**src/rtl/lpfr_pkg.sv**
```systemverilog
// package: types, constants and status codes of the length prefixed frame receiver
`default_nettype none
package lpfr_pkg;

    localparam int CHECKSUM_BITS = 32;
    localparam int EXPECT_BITS   = 32;
    localparam int CMP_BITS      = 64;
    localparam int LEN_BITS      = 24;
    localparam int BYTE_BITS     = 8;
    localparam int HDR_BYTES     = 4;

    localparam logic [LEN_BITS-1:0] MAX_LENGTH_RESET = 24'h10_0000;

    typedef logic [CHECKSUM_BITS-1:0] t_sum;
    typedef logic [EXPECT_BITS-1:0]   t_expect;
    typedef logic [CMP_BITS-1:0]      t_cmp;
    typedef logic [LEN_BITS-1:0]      t_len;
    typedef logic [BYTE_BITS-1:0]     t_byte;
    typedef logic [2:0]               t_hdr_count;

    localparam t_hdr_count HDR_FULL = t_hdr_count'(HDR_BYTES);
    localparam t_hdr_count HDR_LAST = t_hdr_count'(HDR_BYTES - 1);

    typedef enum logic [1:0] {
        ST_ACCEPT     = 2'd0,
        ST_GOOD       = 2'd1,
        ST_BAD_SUM    = 2'd2,
        ST_FORMAT_ERR = 2'd3
    } t_status;

    typedef struct packed {
        t_status status;
        logic    payload_valid;
        t_byte   payload_byte;
        t_len    payload_index;
        logic    frame_end;
        t_len    frame_length;
    } t_result;

endpackage
`default_nettype wire

```
**src/rtl/lpfr_byte_if.sv**
```systemverilog
// interface: input byte channel with valid/ready handshake
`default_nettype none
interface lpfr_byte_if;
    logic             valid;
    logic             ready;
    lpfr_pkg::t_byte  data_byte;

    modport source (output valid, output data_byte, input ready);
    modport sink   (input valid, input data_byte, output ready);
endinterface
`default_nettype wire

```
**src/rtl/lpfr_result_if.sv**
```systemverilog
// interface: result channel with valid/ready handshake
`default_nettype none
interface lpfr_result_if;
    logic              valid;
    logic              ready;
    lpfr_pkg::t_status status;
    logic              payload_valid;
    lpfr_pkg::t_byte   payload_byte;
    lpfr_pkg::t_len    payload_index;
    logic              frame_end;
    lpfr_pkg::t_len    frame_length;

    modport source (output valid, output status, output payload_valid, output payload_byte,
                    output payload_index, output frame_end, output frame_length,
                    input ready);
    modport sink   (input valid, input status, input payload_valid, input payload_byte,
                    input payload_index, input frame_end, input frame_length,
                    output ready);
endinterface
`default_nettype wire

```
**src/rtl/lpfr_parser.sv**
```systemverilog
// parser: frame state registers and the per-byte result logic
`default_nettype none
module lpfr_parser (
    input  wire logic              i_clk,
    input  wire logic              i_rst_n,
    input  wire logic              i_advance,
    input  wire lpfr_pkg::t_byte   i_data_byte,
    input  wire lpfr_pkg::t_len    i_max_length,
    output lpfr_pkg::t_result      o_result
);

    lpfr_pkg::t_hdr_count r_header_count, n_header_count;
    lpfr_pkg::t_len       r_length_accum, n_length_accum;
    lpfr_pkg::t_len       r_payload_pos, n_payload_pos;
    lpfr_pkg::t_sum       r_running_sum, n_running_sum;
    lpfr_pkg::t_expect    r_expected_sum, n_expected_sum;

    logic [31:0]          len_next;
    logic                 pos_zero;
    logic                 in_header;
    logic                 in_first;
    logic                 in_payload;
    logic                 in_checksum;
    lpfr_pkg::t_expect    expect_next;
    lpfr_pkg::t_result    res;

    assign len_next    = {r_length_accum, i_data_byte};
    assign pos_zero    = (r_payload_pos == '0);
    assign in_header   = pos_zero && (r_header_count < lpfr_pkg::HDR_FULL);
    assign in_first    = (r_length_accum != '0) && pos_zero
                         && (r_header_count == lpfr_pkg::HDR_FULL);
    assign in_payload  = !pos_zero && (r_payload_pos < r_length_accum)
                         && (r_header_count == '0);
    assign in_checksum = !pos_zero && (r_payload_pos == r_length_accum)
                         && (r_header_count < lpfr_pkg::HDR_FULL);
    assign expect_next = {r_expected_sum[lpfr_pkg::EXPECT_BITS-9:0], i_data_byte};

    always_comb begin
        n_header_count = r_header_count;
        n_length_accum = r_length_accum;
        n_payload_pos  = r_payload_pos;
        n_running_sum  = r_running_sum;
        n_expected_sum = r_expected_sum;
        res            = '0;
        res.status     = lpfr_pkg::ST_ACCEPT;
        if (in_header) begin
            if (len_next > {8'd0, i_max_length}) begin
                res.status = lpfr_pkg::ST_FORMAT_ERR;
                n_header_count = '0;
                n_length_accum = '0;
                n_payload_pos  = '0;
                n_running_sum  = '0;
                n_expected_sum = '0;
            end else begin
                n_length_accum = len_next[lpfr_pkg::LEN_BITS-1:0];
                n_header_count = r_header_count + 3'd1;
            end
        end else if (in_first) begin
            if (r_length_accum > i_max_length) begin
                res.status = lpfr_pkg::ST_FORMAT_ERR;
                n_header_count = '0;
                n_length_accum = '0;
                n_payload_pos  = '0;
                n_running_sum  = '0;
                n_expected_sum = '0;
            end else begin
                res.payload_valid = 1'b1;
                res.payload_byte  = i_data_byte;
                n_payload_pos     = lpfr_pkg::t_len'(1);
                n_header_count    = '0;
                n_running_sum     = r_running_sum + lpfr_pkg::t_sum'(i_data_byte);
            end
        end else if (in_payload) begin
            res.payload_valid = 1'b1;
            res.payload_byte  = i_data_byte;
            res.payload_index = r_payload_pos;
            n_payload_pos     = r_payload_pos + lpfr_pkg::t_len'(1);
            n_running_sum     = r_running_sum + lpfr_pkg::t_sum'(i_data_byte);
        end else if (in_checksum) begin
            n_expected_sum = expect_next;
            n_header_count = r_header_count + 3'd1;
            if (r_header_count == lpfr_pkg::HDR_LAST) begin
                res.frame_end    = 1'b1;
                res.frame_length = r_length_accum;
                res.status       = (lpfr_pkg::t_cmp'(expect_next)
                                    == lpfr_pkg::t_cmp'(r_running_sum))
                                   ? lpfr_pkg::ST_GOOD : lpfr_pkg::ST_BAD_SUM;
                n_header_count = '0;
                n_length_accum = '0;
                n_payload_pos  = '0;
                n_running_sum  = '0;
                n_expected_sum = '0;
            end
        end else begin
            res.status     = lpfr_pkg::ST_FORMAT_ERR;
            n_header_count = '0;
            n_length_accum = '0;
            n_payload_pos  = '0;
            n_running_sum  = '0;
            n_expected_sum = '0;
        end
    end

    always_ff @(posedge i_clk) begin
        if (!i_rst_n) begin
            r_header_count <= '0;
            r_length_accum <= '0;
            r_payload_pos  <= '0;
            r_running_sum  <= '0;
            r_expected_sum <= '0;
        end else if (i_advance) begin
            r_header_count <= n_header_count;
            r_length_accum <= n_length_accum;
            r_payload_pos  <= n_payload_pos;
            r_running_sum  <= n_running_sum;
            r_expected_sum <= n_expected_sum;
        end
    end

    assign o_result = res;

endmodule
`default_nettype wire

```
**src/rtl/length_prefixed_frame_receiver_unit.sv**
```systemverilog
// top level: input register, frame parser, result register and limit register
`default_nettype none
// Deframes a byte stream of 4-byte big-endian length, payload, 4-byte big-endian
// additive checksum. Every accepted byte gives exactly one result through the input
// and result registers; one byte per clock is sustained while results are taken, as
// the parser's result logic is combinational between them. The input register keeps
// taking bytes while a result waits, and stalls only when both are full and the
// result is not taken. Payload bytes come out as they arrive; the frame-end result
// says whether the checksum matched, and a bad length gives a format error that
// restarts parsing. max_length may be written only while no request is in flight.
module length_prefixed_frame_receiver_unit (
    input  wire logic             i_clk,
    input  wire logic             i_rst_n,
    input  wire logic             i_cfg_we,
    input  wire lpfr_pkg::t_len   i_cfg_wdata,
    lpfr_byte_if.sink             i_in,
    lpfr_result_if.source         o_res
);

    logic               r_in_valid;
    lpfr_pkg::t_byte    r_in_byte;
    logic               r_out_valid;
    lpfr_pkg::t_result  r_res;
    lpfr_pkg::t_len     r_max_length;
    lpfr_pkg::t_result  parse_res;
    logic               out_free;
    logic               advance;

    assign out_free   = !r_out_valid || o_res.ready;
    assign advance    = r_in_valid && out_free;
    assign i_in.ready = !r_in_valid || out_free;

    lpfr_parser u_parser (
        .i_clk        (i_clk),
        .i_rst_n      (i_rst_n),
        .i_advance    (advance),
        .i_data_byte  (r_in_byte),
        .i_max_length (r_max_length),
        .o_result     (parse_res)
    );

    always_ff @(posedge i_clk) begin
        if (!i_rst_n) begin
            r_max_length <= lpfr_pkg::MAX_LENGTH_RESET;
        end else if (i_cfg_we) begin
            r_max_length <= i_cfg_wdata;
        end
    end

    always_ff @(posedge i_clk) begin
        if (!i_rst_n) begin
            r_in_valid <= 1'b0;
        end else if (i_in.ready) begin
            r_in_valid <= i_in.valid;
        end
    end

    always_ff @(posedge i_clk) begin
        if (i_in.ready && i_in.valid) begin
            r_in_byte <= i_in.data_byte;
        end
    end

    always_ff @(posedge i_clk) begin
        if (!i_rst_n) begin
            r_out_valid <= 1'b0;
        end else if (out_free) begin
            r_out_valid <= r_in_valid;
        end
    end

    always_ff @(posedge i_clk) begin
        if (advance) begin
            r_res <= parse_res;
        end
    end

    assign o_res.valid         = r_out_valid;
    assign o_res.status        = r_res.status;
    assign o_res.payload_valid = r_res.payload_valid;
    assign o_res.payload_byte  = r_res.payload_byte;
    assign o_res.payload_index = r_res.payload_index;
    assign o_res.frame_end     = r_res.frame_end;
    assign o_res.frame_length  = r_res.frame_length;

`ifndef SYNTHESIS
    a_end_not_payload: assert property (@(posedge i_clk) disable iff (!i_rst_n)
        r_out_valid |-> !(r_res.payload_valid && r_res.frame_end))
        else $error("frame end and payload byte in one result");

    a_end_status: assert property (@(posedge i_clk) disable iff (!i_rst_n)
        r_out_valid |-> (r_res.frame_end == (r_res.status == lpfr_pkg::ST_GOOD
                                             || r_res.status == lpfr_pkg::ST_BAD_SUM)))
        else $error("frame end does not match status");

    a_err_clean: assert property (@(posedge i_clk) disable iff (!i_rst_n)
        (r_out_valid && r_res.status == lpfr_pkg::ST_FORMAT_ERR)
            |-> (!r_res.payload_valid && r_res.frame_length == '0
                 && r_res.payload_index == '0))
        else $error("format error carries data");

    a_adv_fills: assert property (@(posedge i_clk) disable iff (!i_rst_n)
        advance |=> r_out_valid)
        else $error("parsed byte lost before result register");
`endif

endmodule
`default_nettype wire

```
**src/flat_wrapper.sv**
```systemverilog
// flat-port wrapper written by rule: the top's interface ports become plain ports
module length_prefixed_frame_receiver_unit_flat 
  (i_clk, i_rst_n, i_cfg_we, i_cfg_wdata, i_in_valid, i_in_data_byte, i_in_ready, o_res_valid, o_res_status, o_res_payload_valid, o_res_payload_byte, o_res_payload_index, o_res_frame_end, o_res_frame_length, o_res_ready);
  lpfr_byte_if i_in_i ();
  lpfr_result_if o_res_i ();
  input  wire logic i_clk;
  input  wire logic i_rst_n;
  input  wire logic i_cfg_we;
  input  wire lpfr_pkg::t_len i_cfg_wdata;
  input wire logic [$bits(i_in_i.valid)-1:0] i_in_valid;
  input wire logic [$bits(i_in_i.data_byte)-1:0] i_in_data_byte;
  output wire logic [$bits(i_in_i.ready)-1:0] i_in_ready;
  output wire logic [$bits(o_res_i.valid)-1:0] o_res_valid;
  output wire logic [$bits(o_res_i.status)-1:0] o_res_status;
  output wire logic [$bits(o_res_i.payload_valid)-1:0] o_res_payload_valid;
  output wire logic [$bits(o_res_i.payload_byte)-1:0] o_res_payload_byte;
  output wire logic [$bits(o_res_i.payload_index)-1:0] o_res_payload_index;
  output wire logic [$bits(o_res_i.frame_end)-1:0] o_res_frame_end;
  output wire logic [$bits(o_res_i.frame_length)-1:0] o_res_frame_length;
  input wire logic [$bits(o_res_i.ready)-1:0] o_res_ready;
  assign i_in_i.valid = i_in_valid;
  assign i_in_i.data_byte = i_in_data_byte;
  assign i_in_ready = i_in_i.ready;
  assign o_res_valid = o_res_i.valid;
  assign o_res_status = o_res_i.status;
  assign o_res_payload_valid = o_res_i.payload_valid;
  assign o_res_payload_byte = o_res_i.payload_byte;
  assign o_res_payload_index = o_res_i.payload_index;
  assign o_res_frame_end = o_res_i.frame_end;
  assign o_res_frame_length = o_res_i.frame_length;
  assign o_res_i.ready = o_res_ready;
  length_prefixed_frame_receiver_unit u_core (.i_clk(i_clk), .i_rst_n(i_rst_n), .i_cfg_we(i_cfg_we), .i_cfg_wdata(i_cfg_wdata), .i_in(i_in_i), .o_res(o_res_i));
endmodule
```
**config.mk**
```make
export PLATFORM = sky130hd
export DESIGN_NAME = length_prefixed_frame_receiver_unit_flat
export DESIGN_NICKNAME = d
export VERILOG_FILES = /design/src/rtl/lpfr_pkg.sv /design/src/rtl/lpfr_byte_if.sv /design/src/rtl/lpfr_result_if.sv /design/src/rtl/lpfr_parser.sv /design/src/rtl/length_prefixed_frame_receiver_unit.sv /design/src/flat_wrapper.sv
export SDC_FILE = /design/constraint.sdc
export NUM_CORES = 1
export LEC_CHECK = 0
export ABC_AREA = 1
export BUFFER_PORTS_ARGS = -buffer_cell sky130_fd_sc_hd__buf_2
export CAP_MARGIN = 20
export CELL_PAD_IN_SITES_DETAIL_PLACEMENT = 0
export CELL_PAD_IN_SITES_GLOBAL_PLACEMENT = 1
export CORE_MARGIN = 8
export CORE_UTILIZATION = 47
export DETAILED_ROUTE_END_ITERATION = 8
export PLACE_DENSITY = 0.91
export SLEW_MARGIN = 30
export SYNTH_ARGS = -nofsm -noshare
export SYNTH_HDL_FRONTEND = slang
export SYNTH_SLANG_ARGS = --single-unit
```
**constraint.sdc**
```tcl
create_clock -name i_clk -period 8.7 [get_ports i_clk]
set_input_delay 0.435 -clock i_clk [delete_from_list [all_inputs] [get_ports i_clk]]
set_output_delay 0.435 -clock i_clk [all_outputs]
set_load 0.01 [all_outputs]
```
==> results.sh <==
export IMPL_cts_tree="done"
export IMPL_path_common_cell="nand2_1"
export IMPL_first_pass_iters=5
export IMPL_final_max_slew_viol_count=0
export IMPL_slowest_delay_ns=0.61
export IMPL_synth_cell_type_count=45
export IMPL_via_per_inst=5.12
export IMPL_grt_max_degree=76
export IMPL_seq_area_frac_synth=0.372
export IMPL_global_route_usage_met1=0.276
export IMPL_timing_final_crit_share=0.437
export IMPL_syn_inst=1860
export IMPL_die_y_um=180
export IMPL_core_um2=26700
export IMPL_initial_core_util=0.474
export IMPL_hpwl_mm=25.8
export IMPL_grt_pass1_vias=11400
export IMPL_pwr_share_clk=0.224
export IMPL_setup_tns_ns=0
export IMPL_worst_path_max_fanout=70
export IMPL_leakage_nw=6.54
export IMPL_place_congestion=0.943
export IMPL_clkLatencyLatePin_ns=0.53
export IMPL_max_freq_mhz=263
export IMPL_relSlewSlack=0.375
export IMPL_post_cts_resized=0
export IMPL_power_internal_w=0.00253
export IMPL_top_usage_layer="met2"
export IMPL_root_buffer="clkbuf_16"
export IMPL_syn_area_um2=12700
export IMPL_drc=0
export IMPL_start_kind="register"
export IMPL_die_x_um=180
export IMPL_synthTopCellsByArea="dfxtp_1, nand2_1, edfxtp_1"
export IMPL_die_area_um2=32400
export IMPL_status="finished, final reports clean"
export IMPL_cts_setup_buffers=0
export IMPL_use_met3=0.0306
export IMPL_cts_made_buffers=24
export IMPL_grt_usage=0.219
export IMPL_crit_required_ns=9.08
export IMPL_final_nets=2054
export IMPL_synth_area_per_cell_um2=6.81
export IMPL_cp_slowest_cell="buf_4"
export IMPL_synth_top_area_frac=0.210
export IMPL_diodes=0
export IMPL_skew_ns=0.0107
export IMPL_synthToLayoutAreaGrowth_pct=11.6
export IMPL_grt_overflow=0
export IMPL_clk_pin_slew_worst_paths_ns=0.06
export IMPL_yosys_warnings=0
export IMPL_drt_iter0_markers=818
export IMPL_swShare=0.469
export IMPL_path_delay_family="simple AND/OR/NAND/NOR gates"
export IMPL_yosysTopAreaCell="dfxtp_1"
export IMPL_hold_path_class="in2reg"
export IMPL_combPwrFrac=0.493
export IMPL_timing_critical_path_buf_inv=3
export IMPL_antenna_found_initial=0
export IMPL_tightestPinTransition_ns=0.937
export IMPL_fin_cells=2289
export IMPL_grt_use_met2=0.379
export IMPL_end_kind="register"
export IMPL_p_seq_frac=0.283
export IMPL_layout_drive_gt1_share=0.0991
export IMPL_rsz0062_at_grt="no"
export IMPL_ios=99
export IMPL_routed_wl_mm=35.8
export IMPL_wl_per_cell_um=15.6
export IMPL_hold_violations=0
export IMPL_crit_chain="inv_1 -> ha_1 -> nand2_1 -> nor2_1 -> nand3_1 -> nor2_1 -> nand2_1 -> nand3_4 -> buf_4 -> nand3_4 -> nand3_2 -> buf_4 -> nand2_1 -> nand2_1 -> nor2_1"
export IMPL_cp_arrival_ns=4.19
export IMPL_postRouteAntennaNets=0
export IMPL_powerDensity_nw_per_um2=338
export IMPL_period_needed_ns=3.80
export IMPL_portBuffers=98
export IMPL_p_switching_w=0.00224
export IMPL_vias=11700
export IMPL_cts_hold_buf=0
export IMPL_syn_nets=1984
export IMPL_num_rows=60
export IMPL_htree_levels=1
export IMPL_dp_cells=2245
export IMPL_cts_sinks=201
export IMPL_max_vdd_ir_drop_uv=199
export IMPL_synth_seq_cells=201
export IMPL_max_cap_violations=0
export IMPL_crit_type="reg2reg"
export IMPL_setup_viol=0
export IMPL_grt_pass1_wl_mm=59.3
export IMPL_clockBufferDepth=3
-- logic make-up after synthesis --
| group | after synthesis | share of synthesized area |
|---|---|---|
| flops | 201 | 0.372 |
| xor+xnor | 28 | 0.0194 |
| compound gates | 217 | 0.0883 |
| simple gates | 1013 | 0.330 |
| buf+inv | 314 | 0.104 |
| fa+ha+maj | 87 | 0.0866 |
-- sequential cells by signal, summed over array words and instances (netlist names), 2 cells and up --
signal / flops
u_core.u_parser.r_running_sum: 32
u_core.o_res.status: 2
u_core.u_parser.r_payload_pos: 24
u_core.o_res.payload_byte: 8
u_core.u_parser.r_expected_sum: 24
u_core.r_max_length: 24
u_core.u_parser.r_header_count: 3
u_core.u_parser.r_length_accum: 24
u_core.r_in_byte: 8
u_core.o_res.frame_length: 24
u_core.o_res.payload_index: 24
-- metrics by stage --
stage	total power (W)	setup slack (ns)	instance area (um^2)	util	hold slack [ns]
after global placement	0.00366	4.99	13300	0.497	0.460
after detailed placement	0.00371	4.98	13300	0.497	0.469
final	0.00477	4.90	14100	0.529	0.0853
after global routing	0.00520	4.56	14100	0.529	0.0645
after floorplan	0.00315	5.29	12700	-	0.448
after CTS	0.00479	4.93	14100	0.529	0.0675
-- routing by layer --
layer  vias up  routed length, um
li1       6024                  -
met1      5302              16000
met2       309              16900
met3        77               1680
met4         0               1200
met5         -                  0
-- layout by cell type (no fill, tap or decap), types with 2 or more instances in the layout --
| cell | n |
|---|---|
| a211oi_1 | 2 |
| a21o_1 | 3 |
| a21oi_1 | 115 |
| buf_2 | 98 |
| buf_4 | 8 |
| bufinv_16 | 4 |
| clkbuf_16 | 25 |
| clkinv_2 | 5 |
| clkinv_4 | 2 |
| clkinvlp_4 | 6 |
| dfxtp_1 | 133 |
| edfxtp_1 | 68 |
| ha_1 | 86 |
| inv_1 | 237 |
| inv_2 | 14 |
| inv_6 | 2 |
| nand2_1 | 565 |
| nand2_2 | 4 |
| nand3_1 | 56 |
| nand3_2 | 3 |
| nand3_4 | 3 |
| nand3b_1 | 3 |
| nand4_1 | 35 |
| nor2_1 | 275 |
| nor2_2 | 11 |
| nor3_1 | 41 |
| nor3b_1 | 2 |
| nor4_1 | 4 |
| o21a_1 | 2 |
| o21ai_0 | 87 |
| o21bai_1 | 3 |
| o22ai_1 | 2 |
| or2_2 | 4 |
| xnor2_1 | 7 |
| xor2_1 | 21 |
-- cells in the mapped netlist, drive strengths merged --
master	count
nand2	570
nor2	287
inv	250
dfxtp	133
a21oi	115
o21ai	88
ha	86
edfxtp	68
nand3	62
nor3	42
buf	40
nand4	36
clkbuf	22
xor2	21
xnor2	7
nor4	4
or2	4
a21o	3
nand3b	3
o21bai	3
a211oi	2
and2	2
clkinv	2
nor3b	2
o21a	2
o22ai	2
a221oi	1
a31oi	1
fa	1
nand2b	1
-- area by class of cell --
type                       instances  area (um^2)
clock buffer                      25          626
clock inverter                    19          220
fill                            2675        12600
inverter                         252          951
multi-input combinational       1345         6650
sequential                       201         4700
tap                              341          427
timing repair buffer             106          551
-- final timing paths --
path,startpoint,endpoint,slack [ns],depth (start not counted)
worst min register to register,u_core.u_parser.r_running_sum[5],u_core.u_parser.r_running_sum[5],0.48,2
worst max register to register,u_core.u_parser.r_length_accum[11],u_core.u_parser.r_payload_pos[1],4.90,15
worst min-delay path,i_in_data_byte[5],u_core.r_in_byte[5],0.09,1
worst max-delay path,u_core.u_parser.r_length_accum[11],u_core.u_parser.r_payload_pos[1],4.90,15
-- power groups by stage --
stage	Combinational, W	Clock [W]	Sequential [W]
finish	0.00235	0.00107	0.00135
global route	0.00270	0.00113	0.00137
CTS	0.00235	0.00109	0.00135
detailed placement	0.00234	0	0.00137
global placement	0.00229	0	0.00136
floorplan	0.00184	0	0.00131
Note: power is estimated with default switching activity, not from simulation.
